## config.mk

```make
export PLATFORM = sky130hd
export DESIGN_NAME = wifi_beacon_security_classifier
export DESIGN_NICKNAME = d
export VERILOG_FILES = /design/src/rtl/wbsc_pkg.sv /design/src/rtl/wbsc_frame_parser.sv /design/src/rtl/wifi_beacon_security_classifier.sv
export SDC_FILE = /design/constraint.sdc
export NUM_CORES = 1
export LEC_CHECK = 0
export ABC_AREA = 1
export BUFFER_PORTS_ARGS = -buffer_cell sky130_fd_sc_hd__buf_2
export CAP_MARGIN = 25
export CORE_MARGIN = 5
export CORE_UTILIZATION = 30
export DETAILED_ROUTE_END_ITERATION = 8
export HOLD_SLACK_MARGIN = 0.02
export PLACE_DENSITY = 0.51
export SLEW_MARGIN = 5
export SYNTH_ARGS = -nofsm -noshare
export SYNTH_HDL_FRONTEND = slang
export SYNTH_SLANG_ARGS = --single-unit
export TNS_END_PERCENT = 10
```

## constraint.sdc

```tcl
create_clock -name clk -period 8.89 [get_ports clk]
set_input_delay 0 -clock clk [delete_from_list [all_inputs] [get_ports clk]]
set_output_delay 0 -clock clk [all_outputs]
set_load 0.05 [all_outputs]
```

## src/rtl/wbsc_pkg.sv

```systemverilog
// shared types and constants of the beacon security classifier
`default_nettype none

package wbsc_pkg;

    // parse stage of the current information element
    typedef enum logic [1:0] {
        STAGE_WAIT = 2'd0,
        STAGE_TAG  = 2'd1,
        STAGE_BODY = 2'd2
    } stage_t;

    // security class codes
    localparam logic [2:0] CLASS_OPEN = 3'd0;
    localparam logic [2:0] CLASS_WEP  = 3'd1;
    localparam logic [2:0] CLASS_WPA  = 3'd2;
    localparam logic [2:0] CLASS_WPA2 = 3'd3;
    localparam logic [2:0] CLASS_WPA3 = 3'd4;

    // element flag bits
    localparam logic [2:0] FLAG_RSN = 3'b001;
    localparam logic [2:0] FLAG_WPA = 3'b010;
    localparam logic [2:0] FLAG_SAE = 3'b100;

    // frame layout and element constants
    localparam logic [7:0] TAG_RSN        = 8'h30;
    localparam logic [7:0] TAG_VENDOR     = 8'hdd;
    localparam logic [7:0] TYPE_BEACON    = 8'h80;
    localparam logic [7:0] TYPE_PROBE_RSP = 8'h50;
    localparam logic [7:0] PRIVACY_MASK   = 8'h10;
    localparam logic [7:0] AKM_SAE        = 8'd8;
    localparam logic [7:0] SSID_SHOWN_MAX = 8'd32;
    localparam int unsigned POS_PRIVACY   = 34;
    localparam int unsigned POS_SSID_LEN  = 37;
    localparam int unsigned POS_ELEMENTS  = 38;

    // one input item
    typedef struct packed {
        logic [7:0] frame_byte;
        logic       is_mgmt;
        logic       last_byte;
    } item_t;

    // one result item
    typedef struct packed {
        logic       frame_ok;
        logic [2:0] auth_class;
    } res_t;

    // bytes of the vendor WPA header 00:50:F2:01
    function automatic logic [7:0] wpa_oui_byte(input logic [1:0] idx);
        logic [7:0] val;
        case (idx)
            2'd0:    val = 8'h00;
            2'd1:    val = 8'h50;
            2'd2:    val = 8'hF2;
            default: val = 8'h01;
        endcase
        return val;
    endfunction

endpackage

`default_nettype wire

```

## src/rtl/wbsc_frame_parser.sv

```systemverilog
// per-frame parse state and classification of one byte item
`default_nettype none

module wbsc_frame_parser #(
    parameter int unsigned MAX_FRAME_BYTES = 4096
) (
    input  wire logic           clk,
    input  wire logic           rst_n,
    input  wire logic           step,
    input  wire wbsc_pkg::item_t item,
    output wbsc_pkg::res_t      result
);

    localparam int unsigned PW = $clog2(MAX_FRAME_BYTES + 1);
    localparam int unsigned EW = $clog2(MAX_FRAME_BYTES + 300);

    typedef struct packed {
        logic [PW-1:0]    pos;
        logic [7:0]       type_byte;
        logic             privacy;
        logic [7:0]       ssid_len;
        logic [EW-1:0]    nes;
        logic [7:0]       tag;
        logic [7:0]       len;
        wbsc_pkg::stage_t stage;
        logic [15:0]      suites;
        logic [2:0]       pending;
        logic [2:0]       seen;
    } st_t;

    st_t st_reg;
    st_t st_upd;
    st_t st_next;

    logic          at_max;
    logic [EW-1:0] p_ext;
    logic [EW-1:0] p_inc;
    logic [EW-1:0] end_a;
    logic [EW-1:0] end_b;
    logic [EW-1:0] off_wide;
    logic [7:0]    off;
    logic [7:0]    q17;
    logic [7:0]    b;
    logic [7:0]    shown;

    assign b      = item.frame_byte;
    assign at_max = (st_reg.pos == PW'(MAX_FRAME_BYTES));
    assign p_ext  = EW'(st_reg.pos);
    assign p_inc  = p_ext + EW'(1);

    // state after taking one byte
    always_comb
    begin
        st_upd   = st_reg;
        end_a    = st_reg.nes + EW'(st_reg.len) + EW'(2);
        end_b    = '0;
        off_wide = '0;
        off      = '0;
        q17      = '0;
        if (!at_max)
        begin
            // close an element already complete before this byte
            if (st_reg.stage == wbsc_pkg::STAGE_BODY && p_ext >= end_a &&
                p_inc >= st_reg.nes + EW'(3))
            begin
                st_upd.seen    = st_reg.seen | st_reg.pending;
                st_upd.pending = '0;
                st_upd.nes     = end_a;
                st_upd.stage   = wbsc_pkg::STAGE_WAIT;
            end
            // fixed header fields
            if (st_reg.pos == PW'(0))
                st_upd.type_byte = b;
            if (st_reg.pos == PW'(wbsc_pkg::POS_PRIVACY))
                st_upd.privacy = |(b & wbsc_pkg::PRIVACY_MASK);
            if (st_reg.pos == PW'(wbsc_pkg::POS_SSID_LEN))
            begin
                st_upd.ssid_len = b;
                st_upd.nes      = EW'(wbsc_pkg::POS_ELEMENTS) + EW'(b);
                st_upd.stage    = wbsc_pkg::STAGE_WAIT;
            end
            // element walk
            if (st_reg.pos >= PW'(wbsc_pkg::POS_ELEMENTS))
            begin
                case (st_upd.stage)
                    wbsc_pkg::STAGE_WAIT:
                    begin
                        if (p_ext == st_upd.nes)
                        begin
                            st_upd.tag   = b;
                            st_upd.stage = wbsc_pkg::STAGE_TAG;
                        end
                    end
                    wbsc_pkg::STAGE_TAG:
                    begin
                        st_upd.len     = b;
                        st_upd.stage   = wbsc_pkg::STAGE_BODY;
                        st_upd.suites  = '0;
                        st_upd.pending = (st_upd.tag == wbsc_pkg::TAG_RSN) ?
                                         wbsc_pkg::FLAG_RSN : 3'b000;
                    end
                    default:
                    begin
                        off_wide = p_ext - st_upd.nes - EW'(2);
                        off      = off_wide[7:0];
                        q17      = off - 8'd17;
                        if (off_wide < EW'(st_upd.len))
                        begin
                            if (st_upd.tag == wbsc_pkg::TAG_RSN)
                            begin
                                if (off == 8'd12)
                                    st_upd.suites[7:0] = b;
                                else if (off == 8'd13)
                                    st_upd.suites[15:8] = b;
                                else if (st_upd.len >= 8'd14 && off >= 8'd17 &&
                                         q17[1:0] == 2'd0 &&
                                         {10'd0, q17[7:2]} < st_upd.suites &&
                                         b == wbsc_pkg::AKM_SAE)
                                    st_upd.pending = st_upd.pending | wbsc_pkg::FLAG_SAE;
                            end
                            else if (st_upd.tag == wbsc_pkg::TAG_VENDOR &&
                                     st_upd.len >= 8'd4 && off < 8'd4)
                            begin
                                if (off == 8'd0)
                                begin
                                    if (b == wbsc_pkg::wpa_oui_byte(2'd0))
                                        st_upd.pending = st_upd.pending | wbsc_pkg::FLAG_WPA;
                                end
                                else if (b != wbsc_pkg::wpa_oui_byte(off[1:0]))
                                begin
                                    st_upd.pending = st_upd.pending & ~wbsc_pkg::FLAG_WPA;
                                end
                            end
                        end
                    end
                endcase
            end
            // close an element that this byte completes
            end_b = st_upd.nes + EW'(st_upd.len) + EW'(2);
            if (st_upd.stage == wbsc_pkg::STAGE_BODY && p_inc >= end_b &&
                p_inc >= st_upd.nes + EW'(3))
            begin
                st_upd.seen    = st_upd.seen | st_upd.pending;
                st_upd.pending = '0;
                st_upd.nes     = end_b;
                st_upd.stage   = wbsc_pkg::STAGE_WAIT;
            end
            st_upd.pos = st_reg.pos + PW'(1);
        end
    end

    // classification from the updated state
    always_comb
    begin
        shown = (st_upd.ssid_len > wbsc_pkg::SSID_SHOWN_MAX) ?
                wbsc_pkg::SSID_SHOWN_MAX : st_upd.ssid_len;
        if (!st_upd.privacy)
            result.auth_class = wbsc_pkg::CLASS_OPEN;
        else if (st_upd.pos < PW'(wbsc_pkg::POS_ELEMENTS))
            result.auth_class = wbsc_pkg::CLASS_WEP;
        else if (|(st_upd.seen & wbsc_pkg::FLAG_SAE))
            result.auth_class = wbsc_pkg::CLASS_WPA3;
        else if (|(st_upd.seen & wbsc_pkg::FLAG_RSN))
            result.auth_class = wbsc_pkg::CLASS_WPA2;
        else if (|(st_upd.seen & wbsc_pkg::FLAG_WPA))
            result.auth_class = wbsc_pkg::CLASS_WPA;
        else
            result.auth_class = wbsc_pkg::CLASS_WEP;
        result.frame_ok = item.is_mgmt &&
                          st_upd.pos >= PW'(wbsc_pkg::POS_ELEMENTS) &&
                          (st_upd.type_byte == wbsc_pkg::TYPE_BEACON ||
                           st_upd.type_byte == wbsc_pkg::TYPE_PROBE_RSP) &&
                          EW'(wbsc_pkg::POS_ELEMENTS) + EW'(shown) <= EW'(st_upd.pos);
    end

    // frame state clears after the last byte
    always_comb
    begin
        if (!step)
            st_next = st_reg;
        else if (item.last_byte)
            st_next = '0;
        else
            st_next = st_upd;
    end

    always_ff @(posedge clk or negedge rst_n)
    begin
        if (!rst_n)
            st_reg <= '0;
        else
            st_reg <= st_next;
    end

`ifndef ASSERT_OFF
    a_pos_bound: assert property (@(posedge clk) disable iff (!rst_n)
        st_reg.pos <= PW'(MAX_FRAME_BYTES))
        else $error("byte count beyond frame limit");

    a_clear_after_last: assert property (@(posedge clk) disable iff (!rst_n)
        step && item.last_byte |=> st_reg.pos == '0 && st_reg.seen == '0)
        else $error("frame state not cleared after last byte");

    a_no_element_before_ies: assert property (@(posedge clk) disable iff (!rst_n)
        st_reg.pos <= PW'(wbsc_pkg::POS_ELEMENTS) |->
        st_reg.stage == wbsc_pkg::STAGE_WAIT)
        else $error("element parse started inside fixed header");
`endif

endmodule

`default_nettype wire

```

## src/rtl/wifi_beacon_security_classifier.sv

```systemverilog
// top level of the beacon security classifier: input stage, parser, result register
`default_nettype none

// Takes a received 802.11 frame one byte per item and, on the item marked
// tlast, delivers one result item with the security class (open, WEP, WPA,
// WPA2, WPA3) and a flag for an acceptable beacon or probe response. Bytes
// are taken at one per cycle while the stream is not stopped; each byte
// passes an input register, then a single pass of counter and compare
// logic that updates the frame state, and the class lands in the result
// register as its last byte leaves the input register. Only a last byte
// waits: it is held in the input register while an earlier result is not
// yet taken, which stops the stream. Bytes past MAX_FRAME_BYTES are
// dropped and the frame is judged by its first MAX_FRAME_BYTES bytes.
module wifi_beacon_security_classifier #(
    parameter int unsigned MAX_FRAME_BYTES = 4096
) (
    input  wire logic       clk,
    input  wire logic       rst_n,
    input  wire logic       s_tvalid,
    output logic            s_tready,
    input  wire logic [7:0] s_tdata,   // [7:0] frame_byte
    input  wire logic       s_tuser,   // [0] is_mgmt
    input  wire logic       s_tlast,   // last_byte
    output logic            m_tvalid,
    input  wire logic       m_tready,
    output logic [7:0]      m_tdata    // [2:0] auth_class, [3] frame_ok, [7:4] zero
);

    logic            in_valid_reg;
    logic            in_valid_next;
    wbsc_pkg::item_t in_item_reg;
    logic            out_valid_reg;
    logic            out_valid_next;
    wbsc_pkg::res_t  out_res_reg;
    wbsc_pkg::res_t  parse_res;
    logic            proc;
    logic            take;

    // a held byte moves on unless it is a last byte behind a waiting result
    assign proc     = in_valid_reg &&
                      (!in_item_reg.last_byte || !out_valid_reg || m_tready);
    assign s_tready = !in_valid_reg || proc;
    assign take     = s_tvalid && s_tready;

    // input stage
    always_comb
    begin
        if (take)
            in_valid_next = 1'b1;
        else if (proc)
            in_valid_next = 1'b0;
        else
            in_valid_next = in_valid_reg;
    end

    always_ff @(posedge clk or negedge rst_n)
    begin
        if (!rst_n)
            in_valid_reg <= 1'b0;
        else
            in_valid_reg <= in_valid_next;
    end

    always_ff @(posedge clk)
    begin
        if (take)
        begin
            in_item_reg.frame_byte <= s_tdata;
            in_item_reg.is_mgmt    <= s_tuser;
            in_item_reg.last_byte  <= s_tlast;
        end
    end

    wbsc_frame_parser #(
        .MAX_FRAME_BYTES(MAX_FRAME_BYTES)
    ) u_parser (
        .clk   (clk),
        .rst_n (rst_n),
        .step  (proc),
        .item  (in_item_reg),
        .result(parse_res)
    );

    // result register
    always_comb
    begin
        if (proc && in_item_reg.last_byte)
            out_valid_next = 1'b1;
        else if (m_tready)
            out_valid_next = 1'b0;
        else
            out_valid_next = out_valid_reg;
    end

    always_ff @(posedge clk or negedge rst_n)
    begin
        if (!rst_n)
            out_valid_reg <= 1'b0;
        else
            out_valid_reg <= out_valid_next;
    end

    always_ff @(posedge clk)
    begin
        if (proc && in_item_reg.last_byte)
            out_res_reg <= parse_res;
    end

    assign m_tvalid = out_valid_reg;
    assign m_tdata  = {4'b0000, out_res_reg.frame_ok, out_res_reg.auth_class};

`ifndef ASSERT_OFF
    a_class_range: assert property (@(posedge clk) disable iff (!rst_n)
        m_tvalid |-> m_tdata[2:0] <= wbsc_pkg::CLASS_WPA3)
        else $error("security class out of range");

    a_hold_blocks_input: assert property (@(posedge clk) disable iff (!rst_n)
        in_valid_reg && !proc |-> !s_tready)
        else $error("input stage overwritten while held");

    a_result_not_lost: assert property (@(posedge clk) disable iff (!rst_n)
        out_valid_reg && !m_tready |-> !(proc && in_item_reg.last_byte))
        else $error("waiting result overwritten");
`endif

endmodule

`default_nettype wire
```

# After elaboration in Yosys (flattened, before gate mapping)
# Index checks and enable logic that the tools add are counted.
[word_totals] ff_bits=99 input_bits=14 output_inout_bits=10 wordCells=170
[classes] addsub=12 order_cmp=15 n_eq_ne=20 n_mux=54 n_bitwise=3 n_reduce_logical=45
[ops] operator="83-bit 2-to-1 mux" n=2
[ops] operator="8-bit 2-to-1 mux" n=15
[ops] operator="37-bit 2-to-1 mux" n=2
[ops] operator="13-bit by 2-bit adder with 13-bit output, second input constant" n=4
[ops] operator="13-bit greater-or-equal comparator" n=4
[ops] operator="21-bit 2-to-1 mux" n=2
[ops] operator="19-bit one-hot mux with 2 select lines" n=1
[ops] operator="13-bit by 8-bit adder with 13-bit output" n=2
[ops] operator="13-bit by 6-bit == test with 1-bit output, second input constant" n=2
[ops] operator="13-bit by 6-bit greater-or-equal comparator with 1-bit output, second input constant" n=2
[ops] operator="13-bit 2-to-1 mux" n=2
[ops] operator="8-bit by 4-bit == test with 1-bit output, second input constant" n=3
[ops] operator="8-bit one-hot mux with 3 select lines" n=1
[ops] operator="2-bit 2-to-1 mux" n=10
[ops] operator="19-bit 2-to-1 mux" n=1
[ops] operator="6-bit by 8-bit adder with 9-bit output, first input constant" n=2
[ops] operator="3-bit 2-to-1 mux" n=6
[ops] operator="6-bit 2-to-1 mux" n=3
[ops] operator="8-bit == test, second input constant" n=2
[ops] operator="1-bit logical AND" n=16
[ops] operator="8-bit logical NOT" n=2
[ops] operator="6-bit by 16-bit < comparator with 1-bit output" n=1
[ops] operator="16-bit 2-to-1 mux" n=1
[ops] operator="13-bit by 1-bit adder with 13-bit output, second input constant" n=1
[ops] operator="36 further kinds" n=62

# Logic depth before layout (Yosys ltp)
# Gate-level depths: netlist of the first run.
[depth] word_depth=40 ltp_mapped=56 depth_no_buf=55

# Hierarchy
# A second synthesis of the first run with hierarchy kept.
[unflattened] cells_unflattened=1288 area_unflattened_um2=9629.2
[modules_own_cells] mod="wbsc_frame_parser" n_inst=1 cells_each=1255 area_each_um2=9067.4 seq_area_each_um2=2077.0
[modules_own_cells] mod="wifi_beacon_security_classifier" n_inst=1 cells_each=33 area_each_um2=561.8 seq_area_each_um2=470.5

# Worst setup path before layout of the first run
# OpenSTA, ideal clock, no wires.
[synth_path] path_kind="register to register" from="reg u_parser.st_reg[25] in the netlist's numbering" to="reg out_res_reg (netlist bit m_tdata[0]), data pin" setup_ns=0.269 t_arrival_ns=7.024 path_slack_ns=1.597 stages_incl_launch_ff=54 n_path_buf=2 path_cell_list="dfrtp_1 > inv_1 > ha_1 > inv_1 > ha_1 > inv_1 > fa_1 > o31ai_2 > nand2_1 > nand2_1 > a21oi_2 > o21ai_2 > nand2_1 > xor2_1 > ha_1 > nand2_1 > nor2_1 > and2_1 > (+18 left out) > nand2_1 > a21oi_1 > nor2_1 > nand3_1 > xor2_1 > inv_1 > ha_1 > nand2_1 > nor3_1 > a221oi_1 > nand2_1 > nand4_4 > buf_6 > o22ai_2 > a21oi_2 > nand2_1 > nand2_1 > a21oi_2"
[synth_via] elab_chain_len=35 word_cells_on_any_way=77 cone_classes="add/sub (8); order compare (9); eq/ne (8); mux (37); bitwise (1); reduce/logical (14)"
[synth_lines] element="from (decl)" line_no="wbsc_frame_parser.sv:31" source="st_t st_reg;"
[synth_lines] element="from (signal assigned)" line_no="wbsc_frame_parser.sv:192" source="st_reg <= st_next;"
[synth_lines] element="13-bit by 8-bit adder with 13-bit output" line_no="wbsc_frame_parser.sv:55" source="end_a = st_reg.nes + EW'(st_reg.len) + EW'(2);"
[synth_lines] element="13-bit by 2-bit adder with 13-bit output" line_no="wbsc_frame_parser.sv:55"
[synth_lines] element="13-bit greater-or-equal comparator" line_no="wbsc_frame_parser.sv:63" source="if (st_reg.stage == wbsc_pkg::STAGE_BODY && p_ext >= end_a &&"
[synth_lines] element="1-bit logical AND (2 in series)" line_no="wbsc_frame_parser.sv:63"
[synth_lines] element="13-bit 2-to-1 mux" line_no="wbsc_frame_parser.sv:63"
[synth_lines] element="21-bit 2-to-1 mux" line_no="wbsc_frame_parser.sv:76" source="if (st_reg.pos == PW'(wbsc_pkg::POS_SSID_LEN))"
[synth_lines] element="21-bit 2-to-1 mux" line_no="wbsc_frame_parser.sv:60" source="if (!at_max)"
[synth_lines] element="13-bit subtractor" line_no="wbsc_frame_parser.sv:104" source="off_wide = p_ext - st_upd.nes - EW'(2);"
[synth_lines] element="(+18 left out)"
[synth_lines] element="37-bit 2-to-1 mux" line_no="wbsc_frame_parser.sv:60"
[synth_lines] element="3-bit OR" line_no="wbsc_frame_parser.sv:143" source="st_upd.seen = st_upd.seen | st_upd.pending;"
[synth_lines] element="6-bit 2-to-1 mux *" line_no="wbsc_frame_parser.sv:140" source="if (st_upd.stage == wbsc_pkg::STAGE_BODY && p_inc >= end_b &&"
[synth_lines] element="83-bit 2-to-1 mux *" line_no="wbsc_frame_parser.sv:60"
[synth_lines] element="2-bit 2-to-1 mux" line_no="wbsc_frame_parser.sv:165" source="else if (|(st_upd.seen & wbsc_pkg::FLAG_WPA))"
[synth_lines] element="3-bit 2-to-1 mux" line_no="wbsc_frame_parser.sv:163" source="else if (|(st_upd.seen & wbsc_pkg::FLAG_RSN))"
[synth_lines] element="3-bit 2-to-1 mux *" line_no="wbsc_frame_parser.sv:161" source="else if (|(st_upd.seen & wbsc_pkg::FLAG_SAE))"
[synth_lines] element="1-bit 2-to-1 mux *" line_no="wbsc_frame_parser.sv:159" source="else if (st_upd.pos < PW'(wbsc_pkg::POS_ELEMENTS))"
[synth_lines] element="to (signal assigned)" line_no="wifi_beacon_security_classifier.sv:106" source="out_res_reg <= parse_res;"
[synth_lines] element="to (decl)" line_no="wifi_beacon_security_classifier.sv:34" source="wbsc_pkg::res_t out_res_reg;"
# Every way passes the cells marked *; elsewhere a longest branch is shown, timed or not. The select of a mux whose other input is x is not followed.
# A chain may end at the register's enable or synchronous reset.

# Worst setup path after layout of the first run
# Ends and elaborated chain as after synthesis.

==> results of run 1 <==
## power breakdown
part	switching, W	internal [W]	leakage (nW)
clock network	0.000203	0.000225	0.148
logic	0.000388	0.000202	4.02
registers	0.0000251	0.000490	1.30
total	0.000616	0.000917	5.47
## synth_stat cells (5+ instances only)
cell type  number  share of area, %
a21oi_1        65               3.3
a21oi_2        12               1.1
buf_2           6              0.30
buf_4           6              0.45
clkbuf_1       14              0.53
dfrtp_1        85                21
edfxtp_1       14               4.2
ha_1          141                18
inv_1         204               7.7
inv_2          25              0.94
mux2_2          5              0.56
nand2_1       245               9.2
nand2_2        13              0.81
nand3_1        56               2.8
nand3_2        10               1.0
nand4_1        19               1.2
nor2_1         92               3.5
nor2_2          6              0.38
nor3_1         18              0.90
nor4_1         10              0.63
o21a_1          8              0.60
o21ai_0        61               3.1
o21ai_1        30               1.5
o21ai_2         7              0.61
o22ai_1        46               2.9
xnor2_1        11              0.96
xor2_1         51               4.5
## cell families (layout without fill, tap and decap cells)
| kind of cell | Yosys count | count (layout) | share of synthesized area, % |
|---|---|---|---|
| AOI/OAI and AO/OA | 260 | 260 | 15.9 |
| DFF | 99 | 99 | 25.5 |
| and+or+nand+nor | 499 | 499 | 23.7 |
| muxes | 5 | 5 | 0.563 |
| xor gates and xnor gates | 62 | 62 | 5.43 |
| buffers and inverters | 263 | 288 | 10.6 |
| other | 1 | 6 | 0.0375 |
| adders and majority gates | 144 | 144 | 18.3 |
## per-layer routing
layer | vias to the layer above | wire length [um]
met5 | - | 0
met3 | 41 | 1830
li1 | 4491 | -
met1 | 4097 | 14600
met2 | 220 | 13400
met4 | 0 | 885
## cell type report
type                       count  share of cell area, %
multi-input combinational    976                   58.1
sequential                    99                   23.1
inverter                     232                   8.12
tap                          442                   5.02
timing repair buffer          40                   2.81
clock buffer                  10                   2.08
clock inverter                 6                  0.749
## final timing paths
check,startpoint,to,slack [ns],cells after the start
hold reg to reg,u_parser.st_reg[18],u_parser.st_reg[18],0.50,2
setup reg to reg,u_parser.st_reg[25],m_tdata[0],0.64,54
setup / recovery,u_parser.st_reg[25],m_tdata[0],0.64,54
min in group clk,s_tlast,in_item_reg[0],0.34,2
max in group asynchronous,rst_n,u_parser.st_reg[44],7.99,4
hold / removal,rst_n,u_parser.st_reg[19],0.02,2
## cells in the final DEF, fill, tap and decap left out, types with 18 or more instances in the layout
master,count
nand4_1,19
nand3_1,56
xor2_1,51
buf_2,18
a21oi_1,65
nor2_1,92
dfrtp_1,85
inv_1,204
o21ai_1,30
nor3_1,18
nand2_1,245
inv_2,24
ha_1,141
o22ai_1,46
o21ai_0,61
## timing repair
| item | 4_1_cts | 5_1_grt |
|---|---|---|
| endpoints found under the hold margin | 28 | 0 |
| hold buffers | 14 | 0 |
| gates resized for setup | 0 | 4 |
| setup endpoints to repair | 0 | 2 |
## metrics by stage
stage	power, W	cells	instance area, um2	setup slack (ns)	utilization [%]
after floorplan	0.000937	1338	10000	1.60	-
after global placement	0.00109	1774	10500	0.787	32.2
after detailed placement	0.00110	1774	10500	0.621	32.2
after CTS	0.00154	1804	11000	0.595	33.6
after global routing	0.00165	1805	11000	0.0159	33.7
final	0.00153	1805	11000	0.642	33.7
## worst max-delay path: cells and delay by family, from the launching register on
family                   cells  cell delay (ns)
buffers and inverters        7             0.67
XOR/XNOR                     2             0.36
AO/OA/AOI/OAI               10             1.48
flip-flops                   1             0.37
AND/OR/NAND/NOR             28             3.08
adder cells (fa/ha/maj)      7             2.02
==> run summary, run 1 <==
The worst slew margin relative to its limit is ~44%. The global routing usage on met1 is 24.2%. The longest individual stage delay on the worst path is 0.41 ns. The number of global-route vias before repair came to 8,426. The die is 193 um tall.

The die covers 37,100 um2. The antenna violation net count after detailed routing came out at 0. The cell chosen for the clock root is clkbuf_16. The pin count of the biggest net entering global routing is 70.

The count of input and output buffers came out at 19. The largest voltage drop on the vdd net is approximately 94 uV. Setup repair after global routing left no endpoint under its margin. The power density over the cells is 139 nW/um2. The post-route clock period utilization is between 90 and 100%.

The minimum period implied by the final worst setup slack came out at 8.25 ns. The arrival time reported for the critical path endpoint came out at 8.36 ns. The count of standard-cell rows came out at 66. STA classifies the critical path startpoint as a flip-flop.

The total overflow left after global routing is 0. The effective utilization at floorplan is 30.6%. The layer flagged by global routing as most heavily used is met2.

CTS built an H-tree with a depth of 3. TritonCTS built the clock tree. The post-detailed-routing wire length is 30.7 mm. The HPWL reported at the end of detailed placement is 25.0 mm. In the synthesized netlist the dominant register cell turns out to be dfrtp_1. The initial antenna violation count is 0. The leakage power total came out at 5.47 nW. The post-route netlist has 11.1% of its cells at a drive strength greater than 1. The clock latency on the worst-skew pair is 0.37 ns. The number of different library cells in the post-synthesis netlist came out at 67.

The path class of the tightest hold or removal check is primary input to asynchronous set/reset pin. TritonCTS created 9 clock buffers. The synthesized area divided by synthesized cell count is approximately 7.5 um2. The vias per cell is 4.90.

The setup path with the least slack is of type flip-flop to flip-flop. The endpoint type of the worst setup path is a flip-flop. The number of pins with negative max-slew slack in the final report came out at 0. The post-detailed-route DRC marker count is 0.

In the synthesized netlist the async set-or-reset flop fraction comes to 85.9%. The run finished with clean final reports. The final setup violation count came out at 0. The last weighted congestion value of the routability-driven placer came out at 0.942.

The most frequent cell on the critical path is nand2_1. The number of clock sinks came out at 99. In the final routed layout, each cell accounts on average for 17.0 um.

The number of warnings reported in the yosys synthesis log came out at 0. The final net count is 1,516. 0 antenna diodes ended up in the layout. The number of vias in the routed layout is ~9k.

Of the synthesized area, sequential elements account for between 20% and 30%. Summing all multi-input logic gate instances after layout gives roughly 6400 um2. In the final timing run, aggregate negative setup slack is 0 ns. The wire length of the first global-routing pass came out at slightly below 50 mm. The largest clock skew in the final design is 0.0179 ns. The slowest cell on the critical path is fa_1. The placeable core region came out at 32,700 um2.

The slew of the pin with the lowest slew margin came out at 0.843 ns. The register clock-pin slew on the reported worst setup and hold paths came out at 0.08 ns. The die boundary width is 193 um. The starting DRC count in detailed routing is 646.

The layout overhead on the synthesized area came out at 10.3%. The final worst hold slack came out at 0.0201 ns. Once the clock tree was built, the setup fixing pass inserted 0 buffers.

The gate count of the mapped netlist is 1,333. The sequential cell area is 2550 um2. The number of detailed-routing iterations run before antenna repair is 5. The number of top-level pins is 24. The max-cap violation count came out at 0. The required arrival time at the worst endpoint is 9.00 ns. The met2 track demand over resource in global routing came out at between 20% and 30%. The number of endpoints with negative hold slack in the final report came out at 0. The overall fraction of global-route tracks in use came out at between 10% and 20%. The largest driver fanout on the critical path came out at 22. After synthesis the netlist holds a flip-flop and latch count of 99. The final-layout fill cell count came out at 3,542. The synthesized design contains 14 enable-type register cells. No sink is reached through more buffers than the 2 on the longest clock path. Global routing used 3.33% of the available met3 tracks. Derived from the worst setup path, the maximum achievable clock frequency is between 100 and 150 MHz. The flip-flop count of the largest register, all copies and words added came out at 70. The mapped netlist covers 9990 um2.
(Power assumes the default switching activity.)
==> run 2: changes to the inputs <==
--- a/config.mk
+++ b/config.mk
@@ -6,13 +6,13 @@
 export NUM_CORES = 1
 export LEC_CHECK = 0
 export ABC_AREA = 1
-export BUFFER_PORTS_ARGS = -buffer_cell sky130_fd_sc_hd__buf_2
+export BUFFER_PORTS_ARGS = -buffer_cell sky130_fd_sc_hd__buf_4
 export CAP_MARGIN = 25
 export CORE_MARGIN = 5
 export CORE_UTILIZATION = 30
 export DETAILED_ROUTE_END_ITERATION = 8
 export HOLD_SLACK_MARGIN = 0.02
-export PLACE_DENSITY = 0.51
+export MAX_ROUTING_LAYER = met4
 export SLEW_MARGIN = 5
 export SYNTH_ARGS = -nofsm -noshare
 export SYNTH_HDL_FRONTEND = slang
==> run 2 against run 1 <==
Compared with the run above: non-clock buffer count rose by 7; register-to-register slack improved by 0.07 ns; die area unchanged; sequential power barely moved; count of clock-buffer cells in the layout down 1; hold slack gained 0.080 ns; critical endpoint unchanged; largest cell class unchanged.
==> run summary, run 2 (synthesis gave the netlist of run 1 again) <==
The die outline area came out at 37,100 um2 (unchanged). The number of global-route vias before repair came out at 8,665 (+2.8%). The antenna violation net count after detailed routing came out at 0 (unchanged). The power consumption came out at 0.00150 W (-2.0%). The placeable core region came out at 32,700 um2 (unchanged).

met2 is the most crowded layer. The register clock-pin slew on the reported worst setup and hold paths came out at 0.08 ns (about the same). The minimum period implied by the final worst setup slack came out at 8.17 ns (-0.0732 ns).

The worst slack at placement is 0.593 ns (-0.0280 ns). The worst slew margin relative to its limit came to 37.4% (-6.2 points). The longest individual stage delay on the worst path is 0.44 ns (+0.03 ns).

The cell that appears most often on the critical path is nand2_1. The endpoint type of the worst setup path is a flip-flop. The final design instance area without fill is 11,100 um2 (+0.59%).

The post-detailed-route DRC marker count is 0 (unchanged). The largest clock skew in the final design is 0.0133 ns (-0.00458 ns). The worst setup path is launched from a flip-flop.

The HPWL reported at the end of detailed placement is 24.3 mm (-2.7%). The required arrival time at the worst endpoint is 9.00 ns (about the same). The effective utilization at floorplan is 30.6% (unchanged). The flip-flop count of the largest register, all copies and words added is 70 (unchanged). The layout overhead on the synthesized area is 11.0%. The number of clock sinks came out at 99 (unchanged). The count of standard-cell rows came out at 66 (unchanged). The final worst hold slack came out at 0.0997 ns (+0.0796 ns). The wire length of the first global-routing pass came out at 47.3 mm (-2.4%). On the critical path, the stage with the largest delay is an instance of fa_1.

The final net count is 1,523 (+0.46%). The instance area at placement came out at 10,600 um2 (+0.36%). The vias per cell is 4.99 (+1.7%). The share of final-layout standard cells stronger than drive strength 1 is 11.6% (+0.53 points). The flow ran to the end, and the final reports show no timing, DRC or antenna violations. The cell sitting at the root of the clock tree is a clkbuf_16. The clock latency on the worst-skew pair came to 0.36 ns (about the same). The pin count of the biggest net entering global routing was 57 (-19%). The met3 track demand over resource in global routing is 2.60% (-0.72 points). The slew of the pin with the lowest slew margin came to 0.939 ns (+0.0954 ns). The kind of cell with the highest combined delay along the critical path is simple AND/OR/NAND/NOR gates. Leaving out fill and tap cells, the most frequent cells in the layout are 245 x nand2_1, 204 x inv_1, 141 x ha_1. The routed wirelength normalized by instance count came out at 16.6 um (-2.3%). The number of top-level pins is 24 (unchanged). The vertical die dimension came out at 193 um (unchanged). The deepest level of the CTS H-tree came to 3 (unchanged).

The final setup violation count is 0 (unchanged). The max-cap violation count came out at 0 (unchanged). The number of endpoints with negative hold slack in the final report is 0 (unchanged). The switching power came out at 0.000611 W (-0.82%).

The maximum buffer depth of the clock tree was 2 (unchanged). The critical path class is flip-flop to flip-flop. The initial antenna violation count is 0 (unchanged). The power density over the cells is 136 nW/um2 (-2.6%). The total CTS buffers came out at 9 (unchanged). TritonCTS built the clock tree. The number of detailed-routing iterations run before antenna repair came out at 5 (unchanged).

The largest voltage drop on the vdd net is 112 uV (+19%). The leakage power total is 5.51 nW (+0.68%). The part of the total power dissipated in combinational logic came out at 38.7% (+0.2 points). The overall fraction of global-route tracks in use is 16.9% (-0.065 points). The largest driver fanout on the critical path came to 19 (-14%). The met2 track demand over resource in global routing came out at 26.2% (+0.11 points). The internal power component was 0.000892 W (-2.8%). The last weighted congestion value of the routability-driven placer came out at 0.972 (+3.2%). The proportion of power drawn by flip-flops and latches came out at 34.3% (+0.7 points).

The overflow left after global routing was 0 (unchanged). The post-detailed-routing wire length was 30.1 mm (-2.0%). The count of input and output buffers is 19 (unchanged). The post-route clock period utilization came out at 92.0% (-0.82 points). The highest clock rate came out at 122 MHz (+0.90%). The worst setup margin came out at 0.715 ns (+0.0732 ns). The number of buffer and inverter stages on the critical path came to 7 (unchanged). The arrival time reported for the critical path endpoint came out at 8.28 ns (-0.08 ns). In this run the worst hold path is classified as primary input to asynchronous set/reset pin.

The library cell used most frequently in the layout, excluding fill and tap cells, is nand2_1. The clock network fraction of design power came to 27.0% (-0.9 points). The proportion of total power due to net switching was 40.6% (+0.48 points). The global routing usage on met1 came out at 22.5% (-1.7 points).

The number of pins with negative max-slew slack in the final report came out at 0 (unchanged). The starting DRC count in detailed routing was 751 (+16%). The die boundary width is 193 um (unchanged). The number of vias in the routed layout is 9,038 (+2.1%). The total inserted antenna cells was 0 (unchanged).
## run 2: worst register-to-register path: cells and delay by family, from the launching register on
| kind | cells | cell delay (ns) |
|---|---|---|
| AND/OR/NAND/NOR | 29 | 3.07 |
| buffers and inverters | 7 | 0.65 |
| adder cells (fa/ha/maj) | 7 | 2.01 |
| flip-flops | 1 | 0.39 |
| AO/OA/AOI/OAI | 10 | 1.46 |
| XOR/XNOR | 2 | 0.34 |
## run 2: power groups by stage
stage	clock network [W]	registers (W)	logic (W)
finish	0.000406	0.000515	0.000581
global route	0.000436	0.000519	0.000658
CTS	0.000416	0.000515	0.000575
detailed placement	0	0.000524	0.000566
global placement	0	0.000523	0.000553
floorplan	0	0.000518	0.000419
## run 2: path summary, 6_finish.rpt
kind                                          start                   to  slack (ns)  depth (start not counted)
worst max-delay path            u_parser.st_reg[25]           m_tdata[0]        0.72                         55
worst min-delay path                          rst_n  u_parser.st_reg[17]         0.1                          2
worst max register to register  u_parser.st_reg[25]           m_tdata[0]        0.72                         55
worst min register to register   u_parser.st_reg[7]   u_parser.st_reg[7]        0.49                          2
max in group asynchronous                     rst_n   u_parser.p_ext[10]        7.68                          3
min in group clk                         s_tdata[7]       in_item_reg[9]        0.35                          2
## run 2: cell type report
class                   instances  area [um2]
repair buffers                 47         388
flip-flops and latches         99        2550
well taps                     442         553
multi-input cells             976        6410
inverters                     232         895
clock inverters                 7        65.1
fillers                      3528       21600
clock buffers                   9         225
## run 2: per-stage QoR
stage                     setup TNS, ns  std cells  utilization, %
final                                 0       1812            33.9
after detailed placement              0       1773            32.3
after CTS                             0       1803            33.7
after floorplan                       0       1338               -
after global placement                0       1773            32.3
after global routing            -0.0485       1812            33.9
## run 2: metal layers
layer | vias to the layer above | share of wire, %
li1 | 4493 | -
met1 | 4217 | 47
met2 | 280 | 45
met3 | 48 | 5.6
met4 | 0 | 3.3
met5 | - | 0
## run 2: repair_timing
item,in CTS,in global routing
resized for setup,0,5
setup buffers,0,9
hold buffers,14,0
hold endpoints to repair,41,0
endpoints found under the setup margin,0,14
